[src/rtl/pdss_pkg.sv]
// ----------------------------------------------------------------------------
// pdss_pkg
// Types and constants shared by the source profile selector.
// ----------------------------------------------------------------------------
package pdss_pkg;

    localparam int PDO_W      = 32;
    localparam int UNITS_W    = 10;
    localparam int CUR_W      = 14;
    localparam int VOLT_W     = 16;
    localparam int PWR_W      = 19;
    localparam int SINK_W     = 20;
    localparam int PROD_W     = 30;
    localparam int CFG_IDX_W  = 2;
    localparam int CFG_DATA_W = 16;

    localparam logic [1:0] PROFILE_KIND_FIXED = 2'b00;

    localparam logic [CUR_W-1:0]  CUR_STEP_MA  = 14'd10;
    localparam logic [VOLT_W-1:0] VOLT_STEP_MV = 16'd50;
    localparam logic [PROD_W-1:0] MW_DIVISOR   = 30'd1000;

    // register indexes
    localparam logic [CFG_IDX_W-1:0] REG_SELECT_MODE = 2'd0;
    localparam logic [CFG_IDX_W-1:0] REG_MIN_CURRENT = 2'd1;
    localparam logic [CFG_IDX_W-1:0] REG_MIN_VOLTAGE = 2'd2;
    localparam logic [CFG_IDX_W-1:0] REG_MAX_VOLTAGE = 2'd3;

    localparam logic              MODE_MAX_POWER   = 1'b1;
    localparam logic [CUR_W-1:0]  RST_MIN_CURRENT  = 14'd500;
    localparam logic [VOLT_W-1:0] RST_MIN_VOLTAGE  = 16'd5000;
    localparam logic [VOLT_W-1:0] RST_MAX_VOLTAGE  = 16'd20000;

    typedef struct packed {
        logic              select_mode;
        logic [CUR_W-1:0]  floor_ma;
        logic [VOLT_W-1:0] floor_mv;
        logic [VOLT_W-1:0] ceiling_mv;
    } t_cfg;

    // one decoded profile, ready for the compare stage
    typedef struct packed {
        logic [UNITS_W-1:0] cur_units;
        logic [UNITS_W-1:0] volt_units;
        logic [CUR_W-1:0]   cur_ma;
        logic [VOLT_W-1:0]  volt_mv;
        logic [PWR_W-1:0]   pwr_mw;
        logic [PROD_W-1:0]  floor_prod;
        logic               ok_max;
        logic               ok_opt;
        logic               max_mode;
        logic               last;
    } t_item;

endpackage

[src/rtl/pdss_decode.sv]
// ----------------------------------------------------------------------------
// pdss_decode
// Splits a source profile into current, voltage and power and applies the
// voltage and current limits of both modes.
// ----------------------------------------------------------------------------
module pdss_decode (
    input  logic [pdss_pkg::PDO_W-1:0] i_source_profile,
    input  logic                       i_last_profile,
    input  pdss_pkg::t_cfg             i_cfg,
    output pdss_pkg::t_item            o_item
);
    import pdss_pkg::*;

    logic [1:0]         prof_kind;
    logic [UNITS_W-1:0] cu;
    logic [UNITS_W-1:0] vu;
    logic [CUR_W-1:0]   cur_ma;
    logic [VOLT_W-1:0]  volt_mv;
    logic [SINK_W-1:0]  units_prod;
    logic               ok_max;

    assign prof_kind = i_source_profile[31:30];
    assign cu        = i_source_profile[9:0];
    assign vu        = i_source_profile[19:10];
    assign cur_ma    = {{(CUR_W-UNITS_W){1'b0}}, cu} * CUR_STEP_MA;
    assign volt_mv   = {{(VOLT_W-UNITS_W){1'b0}}, vu} * VOLT_STEP_MV;

    // mA * mV / 1000 = (10 cu)(50 vu)/1000 = cu*vu/2
    assign units_prod = {{(SINK_W-UNITS_W){1'b0}}, cu} * {{(SINK_W-UNITS_W){1'b0}}, vu};

    assign ok_max = (prof_kind == PROFILE_KIND_FIXED) && (volt_mv <= i_cfg.ceiling_mv);

    always_comb begin
        o_item.cur_units  = cu;
        o_item.volt_units = vu;
        o_item.cur_ma     = cur_ma;
        o_item.volt_mv    = volt_mv;
        o_item.pwr_mw     = units_prod[SINK_W-1:1];
        // floor product in mA*mV; the starting power is this over 1000
        o_item.floor_prod = {{(PROD_W-CUR_W){1'b0}}, i_cfg.floor_ma}
                          * {{(PROD_W-VOLT_W){1'b0}}, i_cfg.floor_mv};
        o_item.ok_max     = ok_max;
        o_item.ok_opt     = ok_max && (cur_ma >= i_cfg.floor_ma)
                                   && (volt_mv >= i_cfg.floor_mv);
        o_item.max_mode   = i_cfg.select_mode;
        o_item.last       = i_last_profile;
    end

endmodule

[src/rtl/pd_source_profile_selector.sv]
// ----------------------------------------------------------------------------
// pd_source_profile_selector
// Picks the sink profile from the source profiles of one capabilities message.
// Profiles are taken one per clock, each with a last flag; a result enters the
// output register when the last profile leaves the decode register, and waits
// there while the next message's profiles keep flowing in. The decode
// register feeds one compare stage that holds the running best, so throughput
// is one profile per cycle, limited only by a full output register when a last
// profile waits.
// The starting best of optimal mode is kept as the raw floor product and
// compared against power times 1000, which needs no divider.
// ----------------------------------------------------------------------------
module pd_source_profile_selector (
    input  logic                            i_clk,
    input  logic                            i_rst_n,
    input  logic                            i_cfg_we,
    input  logic [pdss_pkg::CFG_IDX_W-1:0]  i_cfg_index,
    input  logic [pdss_pkg::CFG_DATA_W-1:0] i_cfg_data,
    input  logic                            i_in_valid,
    output logic                            o_in_ready,
    input  logic [pdss_pkg::PDO_W-1:0]      i_source_profile,
    input  logic                            i_last_profile,
    output logic                            o_out_valid,
    input  logic                            i_out_ready,
    output logic                            o_found,
    output logic [pdss_pkg::SINK_W-1:0]     o_sink_profile,
    output logic [pdss_pkg::VOLT_W-1:0]     o_chosen_voltage_mv,
    output logic [pdss_pkg::CUR_W-1:0]      o_chosen_current_ma,
    output logic [pdss_pkg::PWR_W-1:0]      o_chosen_power_mw
);
    import pdss_pkg::*;

    t_cfg  r_cfg;
    t_item dec_item;
    t_item r_a;
    logic  r_a_valid;

    // compare stage state
    logic               r_in_msg;
    logic               r_found;
    logic [PROD_W-1:0]  r_start_prod;
    logic [UNITS_W-1:0] r_best_cu;
    logic [UNITS_W-1:0] r_best_vu;
    logic [CUR_W-1:0]   r_best_cur;
    logic [VOLT_W-1:0]  r_best_volt;
    logic [PWR_W-1:0]   r_best_pwr;

    logic               r_out_valid;
    logic               r_out_found;
    logic [SINK_W-1:0]  r_out_sink;
    logic [VOLT_W-1:0]  r_out_volt;
    logic [CUR_W-1:0]   r_out_cur;
    logic [PWR_W-1:0]   r_out_pwr;

    logic               out_free;
    logic               a_go;
    logic               first;
    logic               found_eff;
    logic [PROD_W-1:0]  start_prod;
    logic [PROD_W-1:0]  pwr_ext;
    logic [PROD_W-1:0]  pwr_x1000;
    logic               beats_geq;
    logic               beats_gt;
    logic               take;
    logic               n_found;
    logic [UNITS_W-1:0] n_best_cu;
    logic [UNITS_W-1:0] n_best_vu;
    logic [CUR_W-1:0]   n_best_cur;
    logic [VOLT_W-1:0]  n_best_volt;
    logic [PWR_W-1:0]   n_best_pwr;

    // configuration registers
    always_ff @(posedge i_clk) begin
        if (!i_rst_n) begin
            r_cfg.select_mode <= MODE_MAX_POWER;
            r_cfg.floor_ma    <= RST_MIN_CURRENT;
            r_cfg.floor_mv    <= RST_MIN_VOLTAGE;
            r_cfg.ceiling_mv  <= RST_MAX_VOLTAGE;
        end else if (i_cfg_we) begin
            unique case (i_cfg_index)
                REG_SELECT_MODE: r_cfg.select_mode <= i_cfg_data[0];
                REG_MIN_CURRENT: r_cfg.floor_ma    <= i_cfg_data[CUR_W-1:0];
                REG_MIN_VOLTAGE: r_cfg.floor_mv    <= i_cfg_data;
                REG_MAX_VOLTAGE: r_cfg.ceiling_mv  <= i_cfg_data;
            endcase
        end
    end

    pdss_decode u_decode (
        .i_source_profile (i_source_profile),
        .i_last_profile   (i_last_profile),
        .i_cfg            (r_cfg),
        .o_item           (dec_item)
    );

    // a last profile advances only when the output register can take its result
    assign out_free   = !r_out_valid || i_out_ready;
    assign a_go       = r_a_valid && (!r_a.last || out_free);
    assign o_in_ready = !r_a_valid || a_go;

    always_ff @(posedge i_clk) begin
        if (!i_rst_n) begin
            r_a_valid <= 1'b0;
        end else if (o_in_ready) begin
            r_a_valid <= i_in_valid;
        end
    end

    always_ff @(posedge i_clk) begin
        if (o_in_ready && i_in_valid) begin
            r_a <= dec_item;
        end
    end

    // compare against the running best
    assign first      = !r_in_msg;
    assign found_eff  = first ? 1'b0 : r_found;
    assign start_prod = first ? (r_a.max_mode ? '0 : r_a.floor_prod) : r_start_prod;
    assign pwr_ext    = {{(PROD_W-PWR_W){1'b0}}, r_a.pwr_mw};
    assign pwr_x1000  = (pwr_ext << 10) - (pwr_ext << 4) - (pwr_ext << 3);

    // pwr >= floor(P/1000) iff P < 1000*pwr + 1000; pwr > floor(P/1000) iff P < 1000*pwr
    always_comb begin
        if (found_eff) begin
            beats_geq = r_a.pwr_mw >= r_best_pwr;
            beats_gt  = r_a.pwr_mw >  r_best_pwr;
        end else begin
            beats_geq = start_prod < (pwr_x1000 + MW_DIVISOR);
            beats_gt  = start_prod < pwr_x1000;
        end
    end

    assign take = r_a.max_mode ? (r_a.ok_max && beats_geq) : (r_a.ok_opt && beats_gt);

    always_comb begin
        n_found     = found_eff || take;
        n_best_cu   = r_best_cu;
        n_best_vu   = r_best_vu;
        n_best_cur  = r_best_cur;
        n_best_volt = r_best_volt;
        n_best_pwr  = r_best_pwr;
        if (take) begin
            n_best_cu   = r_a.cur_units;
            n_best_vu   = r_a.volt_units;
            n_best_cur  = r_a.cur_ma;
            n_best_volt = r_a.volt_mv;
            n_best_pwr  = r_a.pwr_mw;
        end
    end

    always_ff @(posedge i_clk) begin
        if (!i_rst_n) begin
            r_in_msg <= 1'b0;
            r_found  <= 1'b0;
        end else if (a_go) begin
            r_in_msg <= !r_a.last;
            r_found  <= n_found && !r_a.last;
        end
    end

    always_ff @(posedge i_clk) begin
        if (a_go) begin
            r_start_prod <= start_prod;
            r_best_cu    <= n_best_cu;
            r_best_vu    <= n_best_vu;
            r_best_cur   <= n_best_cur;
            r_best_volt  <= n_best_volt;
            r_best_pwr   <= n_best_pwr;
        end
    end

    // result register
    always_ff @(posedge i_clk) begin
        if (!i_rst_n) begin
            r_out_valid <= 1'b0;
        end else if (a_go && r_a.last) begin
            r_out_valid <= 1'b1;
        end else if (i_out_ready) begin
            r_out_valid <= 1'b0;
        end
    end

    always_ff @(posedge i_clk) begin
        if (a_go && r_a.last) begin
            r_out_found <= n_found;
            if (n_found) begin
                r_out_sink <= {n_best_vu, n_best_cu};
                r_out_volt <= n_best_volt;
                r_out_cur  <= n_best_cur;
                r_out_pwr  <= n_best_pwr;
            end else begin
                r_out_sink <= '0;
                r_out_volt <= '0;
                r_out_cur  <= '0;
                r_out_pwr  <= '0;
            end
        end
    end

    assign o_out_valid         = r_out_valid;
    assign o_found             = r_out_found;
    assign o_sink_profile      = r_out_sink;
    assign o_chosen_voltage_mv = r_out_volt;
    assign o_chosen_current_ma = r_out_cur;
    assign o_chosen_power_mw   = r_out_pwr;

endmodule

[config.mk]
export PLATFORM = sky130hd
export DESIGN_NAME = pd_source_profile_selector
export DESIGN_NICKNAME = d
export VERILOG_FILES = /design/src/rtl/pdss_pkg.sv /design/src/rtl/pdss_decode.sv /design/src/rtl/pd_source_profile_selector.sv
export SDC_FILE = /design/constraint.sdc
export NUM_CORES = 1
export LEC_CHECK = 0
export ABC_CLOCK_PERIOD_IN_PS = 15470
export BUFFER_PORTS_ARGS = -buffer_cell sky130_fd_sc_hd__clkbuf_2
export CAP_MARGIN = 20
export CORE_MARGIN = 5
export CORE_UTILIZATION = 55
export DETAILED_ROUTE_END_ITERATION = 16
export PLACE_DENSITY = 0.73
export SETUP_SLACK_MARGIN = 0.15
export SYNTH_ARGS = -nofsm -noshare
export SYNTH_HDL_FRONTEND = slang
export SYNTH_SLANG_ARGS = --single-unit
export TNS_END_PERCENT = 10
[constraint.sdc]
create_clock -name i_clk -period 15.47 [get_ports i_clk]
set_input_delay 3.094 -clock i_clk [delete_from_list [all_inputs] [get_ports i_clk]]
set_output_delay 3.094 -clock i_clk [all_outputs]
set_load 0.02 [all_outputs]
======== After elaboration in Yosys (flattened, before gate mapping) ========
Index checks and enable logic that the tools add are counted.
word-level totals
  flip-flop bits (word level) ............. 321
  input port bits ......................... 56
  word-level logic and storage cells ...... 82
  output and inout bits ................... 72
operators by class
  $mul .................................... 4
  add/sub/neg operators ................... 3
  reduce and logical (&&, ||, !) cells .... 23
  mux-type cells .......................... 13
  equality and inequality tests ........... 3
  $lt $le $gt $ge ......................... 7
operator list
  cell                                                count
  less-than comparator 30 bit                         2
  2-to-1 mux 30 bit                                   2
  adder 30 x 10 -> 30 bit, second input constant      1
  multiplier 14 x 16 -> 30 bit                        1
  subtractor 29 x 23 -> 30 bit                        1
  subtractor 30 x 22 -> 30 bit                        1
  multiplier 10 x 10 -> 20 bit                        1
  2-to-1 mux 10 bit                                   2
  >= comparator 19 bit                                1
  > comparator 19 bit                                 1
  2-to-1 mux 19 bit                                   1
  >= comparator 16 bit                                1
  less-or-equal comparator 16 bit                     1
  2-to-1 mux 16 bit                                   1
  multiplier 10 x 5 -> 15 bit, second input constant  1
  >= comparator 14 bit                                1
  2-to-1 mux 14 bit                                   1
  multiplier 10 x 3 -> 13 bit, second input constant  1
  logical AND 1 bit                                   9
  AND reduction 2 bit                                 4
  2-to-1 mux 1 bit                                    6
  equality test 2 bit, second input constant          2
  zero test 2 bit                                     2
  logical OR 1 bit                                    4
  3 further kinds                                     5

======== Depth between registers and ports, before layout ========
Gate-level depths: netlist of the first run.
  depth in word-level cells ............... 9
  gate-level depth with buffers ........... 31
  gate-level depth less buffers ........... 25

======== Hierarchy ========
Synthesis of the first run repeated with hierarchy kept, for this count alone.
second synthesis, totals
  cells, all modules ...................... 2,809
  area, all modules ....................... 28,633.7 µm²
modules (own cells, without submodules)
  module                      cells an instance  instances  seq. area each (µm²)  area each (µm²)
  pd_source_profile_selector  1,251              1          9,008.6               15,617.5
  pdss_decode                 1,558              1          0.0                   13,016.2

======== Worst setup path after synthesis of the first run ========
Ideal clock, no wire load.
  path kind ............................... in2reg
  start ................................... input i_out_ready
  end ..................................... register r_out_cur[0] (netlist: o_chosen_current_ma[0]), enable pin
  path buffers ............................ 0
  required time ........................... 15.033 ns
  slack ................................... 2.532 ns
  stages on the path ...................... 3
  library setup time ...................... 0.437 ns
  arrival ................................. 12.501 ns
  cell sequence ........................... nor2b_1 a21boi_0 and2_1
between the ends
  word-level cells in the longest chain between the ends .. 4
ends and longest elaborated chain
  what                  RTL line                           RTL
  start, declared       pd_source_profile_selector.sv:24   input logic i_out_ready,
  logical OR 1 bit      pd_source_profile_selector.sv:97   assign out_free = !r_out_valid || i_out_ready;
  logical OR 1 bit      pd_source_profile_selector.sv:98   assign a_go = r_a_valid && (!r_a.last || out_free);
  logical AND 1 bit     pd_source_profile_selector.sv:98
  via a_go              pd_source_profile_selector.sv:56   logic a_go;
  logical AND 1 bit     pd_source_profile_selector.sv:184  if (a_go && r_a.last) begin
  end signal, assigned  pd_source_profile_selector.sv:189  r_out_cur <= n_best_cur;
  end, declared         pd_source_profile_selector.sv:52   logic [CUR_W-1:0] r_out_cur;
The timed path passes the listed nets, and every way through them passes these cells.
A chain may end at the register's enable or synchronous reset.

======== Worst setup path in the final report of the first run ========
  start ................................... register r_a, in the netlist pwr_ext[0]
  end ..................................... register r_out_cur[9] (netlist: o_chosen_current_ma[9]), data pin
between the ends
  word-level cells in the longest chain between the ends .. 8
  elaborated cells on any way between the ends .. 14
  those cells by class .................... 3 x add/sub; 4 x order compare; 4 x mux; 3 x reduce/logical
ends and longest elaborated chain
  what                                                          RTL line                                                              RTL
  start, declared                                               pd_source_profile_selector.sv:35                                      t_item r_a;
  start signal, assigned                                        pd_source_profile_selector.sv:111                                     r_a <= dec_item;
  subtractor 29 x 23 -> 30 bit                                  pd_source_profile_selector.sv:120                                     assign pwr_x1000 = (pwr_ext << 10) - (pwr_ext << 4) - (pwr_ext << 3);
  subtractor 30 x 22 -> 30 bit                                  pd_source_profile_selector.sv:120
  adder 30 x 10 -> 30 bit                                       pd_source_profile_selector.sv:128                                     beats_geq = start_prod < (pwr_x1000 + MW_DIVISOR);
  less-than comparator 30 bit                                   pd_source_profile_selector.sv:128
  2-to-1 mux 1 bit                                              pd_source_profile_selector.sv:124                                     if (found_eff) begin
  logical AND 1 bit                                             pd_source_profile_selector.sv:133                                     assign take = r_a.max_mode ? (r_a.ok_max && beats_geq) : (r_a.ok_opt && beats_gt);
  2-to-1 mux 1 bit *                                            pd_source_profile_selector.sv:133
  2-to-1 mux 14 bit / logical OR 1 bit (equally long branches)  pd_source_profile_selector.sv:142, pd_source_profile_selector.sv:136
Every way passes the cells marked *; elsewhere a longest branch is shown, timed or not.

==> metrics.md, run 1 <==
| Metric | Value |
|---|---|
| Slew HR | 0.299 |
| CP Launch Type | flop |
| Fin. max-slew vios | 0 |
| Most common cell after layout, fill and taps aside | inv_1 |
| # setup viols final | 0 |
| Mapped Cells | 2662 |
| Clock transition at the registers of the reported paths | 60 ps |
| CP endpoint | o_chosen_current_ma[9] |
| Violation count after the first detailed-routing iteration | 1153 |
| EDFF count, synth | roughly 260 |
| Leak pwr | 14.0 nW |
| Hold_ws | 472 ps |
| Final Hold Viols | 0 |
| Die height | between 200 and 250 um |
| Largest net degree at the start of global routing | 89 |
| Layout cells sized above 1 | 0.0901 |
| Max cap viols | 0 |
| DP Worst Slack | around 6800 ps |
| Predominant post-synthesis flop cell | edfxtp_1 |
| Port Buffers | 117 |
| Residual DRC | 0 |
| Avg Inst Size Synth | ~10 um^2 |
| Crit path max fanout | 88 |
| # H-tree levels | 2 |
| Worst reg2reg endpoint | o_chosen_current_ma[9] |
| Drt wl/cell | 19.8 um |
| Area Growth Syn to Fin | 8.12% |
| Post-route cell area | roughly 30000 um^2 |
| Die Wd | 235 um |
| Vias | 19.7k |
| Post-CTS Setup Bufs | 0 |
| Starting Density | 0.555 |
| Design Power | between 0.005 and 0.006 W |
| Congestion Overflow GR | 0 |
| Post-synthesis sequential area ratio | 0.317 |
| Final Critical Period | between 8000 and 9000 ps |
| R2R depth | 26 |
| Hold Path Class | flop to flop |
| Critical R2R Launch | pwr_ext[0] |
| Maximum buffer depth of the clock tree | 3 |
| Fmax | about 120 MHz |
| Drt via density | 5.74 |
| Hold_buf cts | 0 |
| Syn nets | 3314 |
| Vias in the first global route | 20.4k |
| Critical path arrival | 8600 ps |
| Root Buffer | clkbuf_16 |
| Initial antenna violation count | 3 |
| Clk_skew | 16.6 ps |
| First-pass GRT wire length | between 100 and 150 mm |
| Crit path capture type | flop |
| GR Util All Layers | 0.248 |
| DRT Wirelength | 67.9 mm |
| Data required, critical path | between 15000 and 20000 ps |
| CTS Buf Count | 36 |
| FF-to-FF setup slack | 7140 ps |
| DP Wirelength | 52.1 mm |
| Worst-Skew Late Latency | around 540 ps |
| Resized cells post-CTS | 0 |
| Detailed-router iteration count before antenna repair | 6 |
| Setup tns final | 0 ps |
| GPL Wtd Cong | 0.935 |
| Yosys warnings | 0 |
| Outcome | finished, final reports clean |
| IO Pins | 128 |
| CTS tree | yes |
| Core Area | around 50000 um^2 |
| Commonest non-fill, non-tap cells in the layout | 375 x inv_1, 351 x ha_1, 313 x nand2_1 |
| Clk sinks | 310 |
| PD cells | 188 nW/um^2 |
| Final #Nets | 3379 |
| VDD IR max | 0.131 mV |
| Setup CP Type | flop to flop |
| Yosys reg bits | between 300 and 400 |
| Die area | approximately 55000 um^2 |
| Fill count | between 4k and 5k |
| Unrepaired setup endpoints after global routing | false |
| Placed instance area | 28900 um^2 |
| Ys async rst share | 0 |
| Antenna-violating nets left | 0 |
| Number of cell rows | 82 |
| Part of the cycle the worst path needs | 0.538 |
| Post-synthesis cell type count | 66 |
| Final setup margin | 7140 ps |
| Slew @ Worst Pin | approximately 1100 ps |
| Cell Area, Synth | 27700 um^2 |
| Setup crit start | pwr_ext[0] |
[cells by family after synthesis]
family / after synthesis / synth area share
simple gates: 649 / 0.106
fa+ha+maj: 596 / 0.335
buf+inv: 478 / 0.0650
compound gates: 455 / 0.116
flops: 310 / 0.317
xor+xnor: 104 / 0.0329
mux: 70 / 0.0275
[critical path, cell delays in order (launching register included)]
cell	delay [ps]
edfxtp_1	690
inv_1	320
fa_1	590
inv_1	50
ha_1	400
a21o_1	250
o2bb2ai_1	160
nor3_1	290
a211oi_1	190
nand2b_1	180
a21oi_1	460
nand4b_1	300
nor3_2	420
nand3b_1	150
xnor2_1	160
ha_1	290
o21ai_0	80
nand2b_1	80
a21oi_1	70
nor2b_1	180
nand2_1	80
o31ai_1	350
a21oi_1	120
o21ai_0	370
nand3_4	630
buf_4	660
a22o_1	430
[cells in the mapped netlist, drive strengths merged (5+ instances only)]
library cell / instances / area share
ha: 351 / 0.16
dfxtp: 51 / 0.037
nor2: 128 / 0.017
a22o: 93 / 0.029
xor2: 25 / 0.0079
nand2b: 15 / 0.0034
nor4: 7 / 0.0023
and3: 6 / 0.0014
nor2b: 17 / 0.0038
a21o: 55 / 0.015
o211ai: 24 / 0.0065
nand4: 15 / 0.0034
nand3b: 5 / 0.0014
nor3: 24 / 0.0045
buf: 14 / 0.0022
a21boi: 42 / 0.012
o21ai: 57 / 0.010
and2: 71 / 0.016
o21bai: 10 / 0.0027
xnor2: 79 / 0.025
clkbuf: 87 / 0.012
a31oi: 8 / 0.0018
or2: 5 / 0.0011
a211o: 5 / 0.0016
fa: 245 / 0.18
a211oi: 14 / 0.0038
nand3: 29 / 0.0052
or3: 7 / 0.0016
mux2i: 21 / 0.0076
a21oi: 91 / 0.016
inv: 375 / 0.051
o21a: 22 / 0.0060
o2111ai: 8 / 0.0025
edfxtp: 259 / 0.28
mux2: 49 / 0.020
nand2: 313 / 0.042
[area by class of cell]
class | instances | area (um^2) | share of cell area
diodes | 1 | 2.50 | 0.0000835
clock buffers | 42 | 945 | 0.0315
clock inverters | 23 | 134 | 0.00447
inverters | 377 | 1420 | 0.0472
multi-input cells | 1874 | 17200 | 0.573
flip-flops and latches | 310 | 8800 | 0.294
well taps | 672 | 841 | 0.0281
repair buffers | 128 | 668 | 0.0223
[worst min-delay path by stage]
stage	start	endpoint	cells past startpoint
floorplan	r_cfg[46]	r_a[1]	0
global placement	r_cfg[0]	r_cfg[0]	2
detailed placement	r_cfg[6]	r_cfg[6]	2
CTS	r_cfg[6]	r_cfg[6]	2
global route	r_cfg[6]	r_cfg[6]	2
finish	r_cfg[6]	r_cfg[6]	2
[where the power goes]
group          switching [W]  total (W)  internal, W
clock               0.000340   0.000780     0.000441
combinational        0.00216    0.00366      0.00150
sequential         0.0000867    0.00119      0.00110
[stage by stage]
step	utilization	std cells
after floorplan	-	2662
after global placement	0.578	3361
after detailed placement	0.578	3361
after CTS	0.600	3426
after global routing	0.600	3426
final	0.600	3427
[metal layers]
layer  track usage  share of wire  vias up
li1              -              -     9177
met2         0.421           0.48      595
met5             0        0.00050        -
met1         0.334           0.43     9784
met3        0.0396          0.061      128
met4        0.0681          0.028        4
[state kept, by name, summed over array words and instances, names as in the netlist]
name and count:
o_chosen_current_ma 14, o_chosen_power_mw 19, o_chosen_voltage_mv 16, o_found 1, o_out_valid 1, o_sink_profile 20, pwr_ext 19, r_a 74
r_a_valid 1, r_best_cu 10, r_best_cur 14, r_best_pwr 19, r_best_volt 16, r_best_vu 10, r_cfg 47, r_found 1
r_in_msg 1, r_start_prod 27
(Power assumes the default switching activity.)
==> run 2, diff against run 1 <==
- ABC_AREA: not set -> 1
- ABC_CLOCK_PERIOD_IN_PS: 15470 -> 7750
- PLACE_DENSITY: 0.73 -> 0.72
- clock period: 15.47 -> 7.75 ns (I/O delays scaled with it)
==> run 2 against run 1 <==
Die area grew 7.1%. Largest power group unchanged. Via count up 17%. Sequential power increased by 100%. Highest routed layer unchanged.
==> metrics.md, run 2 <==
| Metric | Value |
|---|---|
| Hold Startpoint | r_cfg[1] (was r_cfg[6]) |
| Final setup margin | 1300 ps (was 7140 ps) |
| Worst-Skew Late Latency | 560 ps (was 540 ps) |
| Biggest regs | r_a x74, r_cfg x47, r_start_prod x27 (unchanged) |
| Predominant post-synthesis flop cell | edfxtp_1 (unchanged) |
| Synth top area share | 0.261 (was 0.281) |
| Ys async rst share | 0 (unchanged) |
| Outcome | finished, final reports clean (unchanged) |
| Starting Density | 0.554 (was 0.555) |
| Clock transition at the registers of the reported paths | 60 ps (about the same) |
| Die area | 58900 um^2 (was 55000 um^2) |
| Syn nets | 4192 (was 3314) |
| Post-CTS Setup Bufs | 0 (unchanged) |
| DP Worst Slack | 1260 ps (was 6760 ps) |
| Largest net degree at the start of global routing | 67 (was 89) |
| Part of the cycle the worst path needs | 0.833 (was 0.538) |
| CTS tree | yes (unchanged) |
| Crit path capture type | flop (unchanged) |
| # setup viols final | 0 (unchanged) |
| Design Power | 0.0136 W (was 0.00563 W) |
| First-pass GRT wire length | 118 mm (was 108 mm) |
| Final Hold Viols | 0 (unchanged) |
| Die height | 243 um (was 235 um) |
| Antenna-violating nets left | 0 (unchanged) |
| Largest area contributor in the netlist | edfxtp_1 (unchanged) |
| Detailed-router iteration count before antenna repair | 6 (unchanged) |
| Top cells by area, synth | edfxtp_1 26%, fa_1 16%, ha_1 15%, nand2_1 11%, inv_1 9.9% (was edfxtp_1 28%, fa_1 18%, ha_1 16%, inv_1 5.1%, nand2_1 4.2%) |
| # H-tree levels | 2 (unchanged) |
| Clk sinks | 310 (unchanged) |
| Yosys reg bits | 310 (unchanged) |
| Unrepaired setup endpoints after global routing | false (unchanged) |
| Slew HR | 0.292 (was 0.299) |
| DRT Wirelength | 72.0 mm (was 67.9 mm) |
| Crit path max fanout | 30 (was 88) |
| Max FFs per register | 74 (unchanged) |
| FF-to-FF setup slack | 1300 ps (was 7140 ps) |
| Avg Inst Size Synth | 8.41 um^2 (was 10.4 um^2) |
| Critical-path top delay cell | edfxtp_1 (unchanged) |
| Biggest register | r_a (unchanged) |
| CTS Buf Count | 34 (was 36) |
| Slew @ Worst Pin | 1060 ps (was 1050 ps) |
| Crit-path max cell delay | 620 ps (was 690 ps) |
| DP Wirelength | 55.5 mm (was 52.1 mm) |
| Data required, critical path | 8050 ps (was 15740 ps) |
| Maximum buffer depth of the clock tree | 3 (unchanged) |
| Initial antenna violation count | 3 (unchanged) |
| Drt via density | 5.32 (was 5.74) |
| VDD IR max | 0.297 mV (was 0.131 mV) |
| Area Growth Syn to Fin | 7.60% (was 8.12%) |
| Cell Area, Synth | 29800 um^2 (was 27700 um^2) |
| Hold_buf cts | 0 (unchanged) |
| Critical R2R Launch | pwr_ext[0] (unchanged) |
| Vias in the first global route | 22.7k (was 20.4k) |
| Most frequent CP cell | nand2_1 (was a21oi_1) |
| Hold Path Class | flop to flop (unchanged) |
| R2R depth | 32 (was 26) |
| Most numerous cell in the Yosys netlist | nand2_1 (was inv_1) |
| Commonest non-fill, non-tap cells in the layout | 854 x nand2_1, 786 x inv_1, 351 x ha_1 (was 375 x inv_1, 351 x ha_1, 313 x nand2_1) |
| Final #Nets | 4258 (was 3379) |
| GR Util All Layers | 0.246 (was 0.248) |
| Most common library cells after synthesis | 854 x nand2_1, 789 x inv_1, 351 x ha_1, 259 x edfxtp_1, 245 x fa_1 (was 375 x inv_1, 351 x ha_1, 313 x nand2_1, 259 x edfxtp_1, 245 x fa_1) |
| Number of cell rows | 85 (was 82) |
| CP Launch Type | flop (unchanged) |
| Port Buffers | 117 (unchanged) |
| Fmax | 155 MHz (was 120 MHz) |
| Drt wl/cell | 16.6 um (was 19.8 um) |
| Core Area | 53700 um^2 (was 50000 um^2) |
| Die Wd | 243 um (was 235 um) |
| Setup tns final | 0 ps (unchanged) |
| Worst reg2reg endpoint | o_chosen_current_ma[6] (was o_chosen_current_ma[9]) |
| Post-synthesis cell type count | 51 (was 66) |
| Hold depth | 2 (unchanged) |
| Root Buffer | clkbuf_16 (unchanged) |
| Setup CP Type | flop to flop (unchanged) |
| Hold path endpoint | r_cfg[1] (was r_cfg[6]) |
| Clk_skew | 17.9 ps (was 16.6 ps) |
| Fin. max-slew vios | 0 (unchanged) |
| GPL Wtd Cong | 0.944 (was 0.935) |
| EDFF count, synth | 259 (unchanged) |
| Fill count | 4723 (was 4103) |
| Max cap viols | 0 (unchanged) |
| Post-synthesis sequential area ratio | 0.296 (was 0.317) |
| Violation count after the first detailed-routing iteration | 1582 (was 1153) |
| PD cells | 426 nW/um^2 (was 188 nW/um^2) |
| Leak pwr | 17.0 nW (was 14.0 nW) |
| Mapped Cells | 3540 (was 2662) |
| Final Critical Period | 6450 ps (was 8330 ps) |
| IO Pins | 128 (unchanged) |
| Yosys warnings | 0 (unchanged) |
| Resized cells post-CTS | 0 (unchanged) |
| Congestion Overflow GR | 0 (unchanged) |
| Most common cell after layout, fill and taps aside | nand2_1 (was inv_1) |
| Residual DRC | 0 (unchanged) |
| Critical path arrival | 6760 ps (was 8600 ps) |
| Layout cells sized above 1 | 0.0799 (was 0.0901) |
| Vias | 23.0k (was 19.7k) |
[run 2: cell count changes in the layout (fill, tap and decap cells not counted), moves of 25 or more]
cell / before / now
a21boi_0: 40 / 3
a21o_1: 55 / 7
a21oi_1: 91 / 169
a22o_1: 93 / 0
and2_1: 70 / 6
inv_1: 375 / 786
mux2_2: 49 / 0
nand2_1: 313 / 854
nand3_1: 28 / 78
nand4_1: 15 / 48
o21ai_0: 54 / 124
o21ai_1: 3 / 48
xnor2_1: 79 / 27
xor2_1: 25 / 50
[run 2: power by group]
group,total (W),switching [W],internal (W)
registers,0.00243,0.000175,0.00226
clock network,0.00173,0.000712,0.00102
logic,0.00947,0.00627,0.00321
[run 2: cell type report]
class                   count  area [um^2]  area share
diodes                      1         2.50   0.0000781
clock buffers              39          870      0.0271
repair buffers            136          728      0.0227
multi-input cells        2309        17400       0.543
flip-flops and latches    310         8800       0.275
well taps                 696          871      0.0272
clock inverters            21          292     0.00910
inverters                 815         3070      0.0957
[run 2: cells by family (layout without fill, tap and decap cells)]
group | Yosys count | in the layout | synth area share
simple gates | 1227 | 1227 | 0.175
buf+inv | 921 | 1011 | 0.120
fa+ha+maj | 596 | 596 | 0.312
compound gates | 409 | 409 | 0.0747
flops | 310 | 310 | 0.296
xor+xnor | 77 | 77 | 0.0227
other cells | 0 | 1 | 0
[run 2: how the worst max path moves through the flow]
stage / start / end / slack (ps) / cells after the start
2_1_floorplan: i_source_profile[13] / pwr_ext[15] / 1770 / 20
3_3_place_gp: i_source_profile[12] / r_a[2] / 1330 / 22
3_5_place_dp: i_source_profile[12] / r_a[2] / 1260 / 22
4_1_cts: pwr_ext[0] / o_chosen_current_ma[11] / 1390 / 32
5_1_grt: pwr_ext[14] / o_chosen_current_ma[11] / 880 / 27
6_report: pwr_ext[0] / o_chosen_current_ma[6] / 1300 / 32
[run 2: through the flow]
stage | instances | hold slack (ps) | area, um^2 | utilization
after floorplan | 3540 | 409 | 29800 | -
after detailed placement | 4266 | 452 | 30900 | 0.575
final | 4327 | 460 | 32000 | 0.596
after global routing | 4326 | 479 | 32000 | 0.596
after global placement | 4266 | 450 | 30900 | 0.575
after CTS | 4326 | 463 | 32000 | 0.596
[run 2: critical path, delay by kind of cell (launching register included)]
kind | cells | cell delay (ps)
and+or+nand+nor | 23 | 2830
buffers and inverters | 6 | 1450
adders and majority gates | 3 | 1220
DFF | 1 | 620
[run 2: metal layers]
layer | vias up | GRT usage | routed length [um]
met3 | 134 | 0.0400 | 5280
met4 | 2 | 0.0681 | 2090
met2 | 768 | 0.404 | 33000
met5 | - | 0 | 13
met1 | 10900 | 0.343 | 31600
li1 | 11200 | - | -
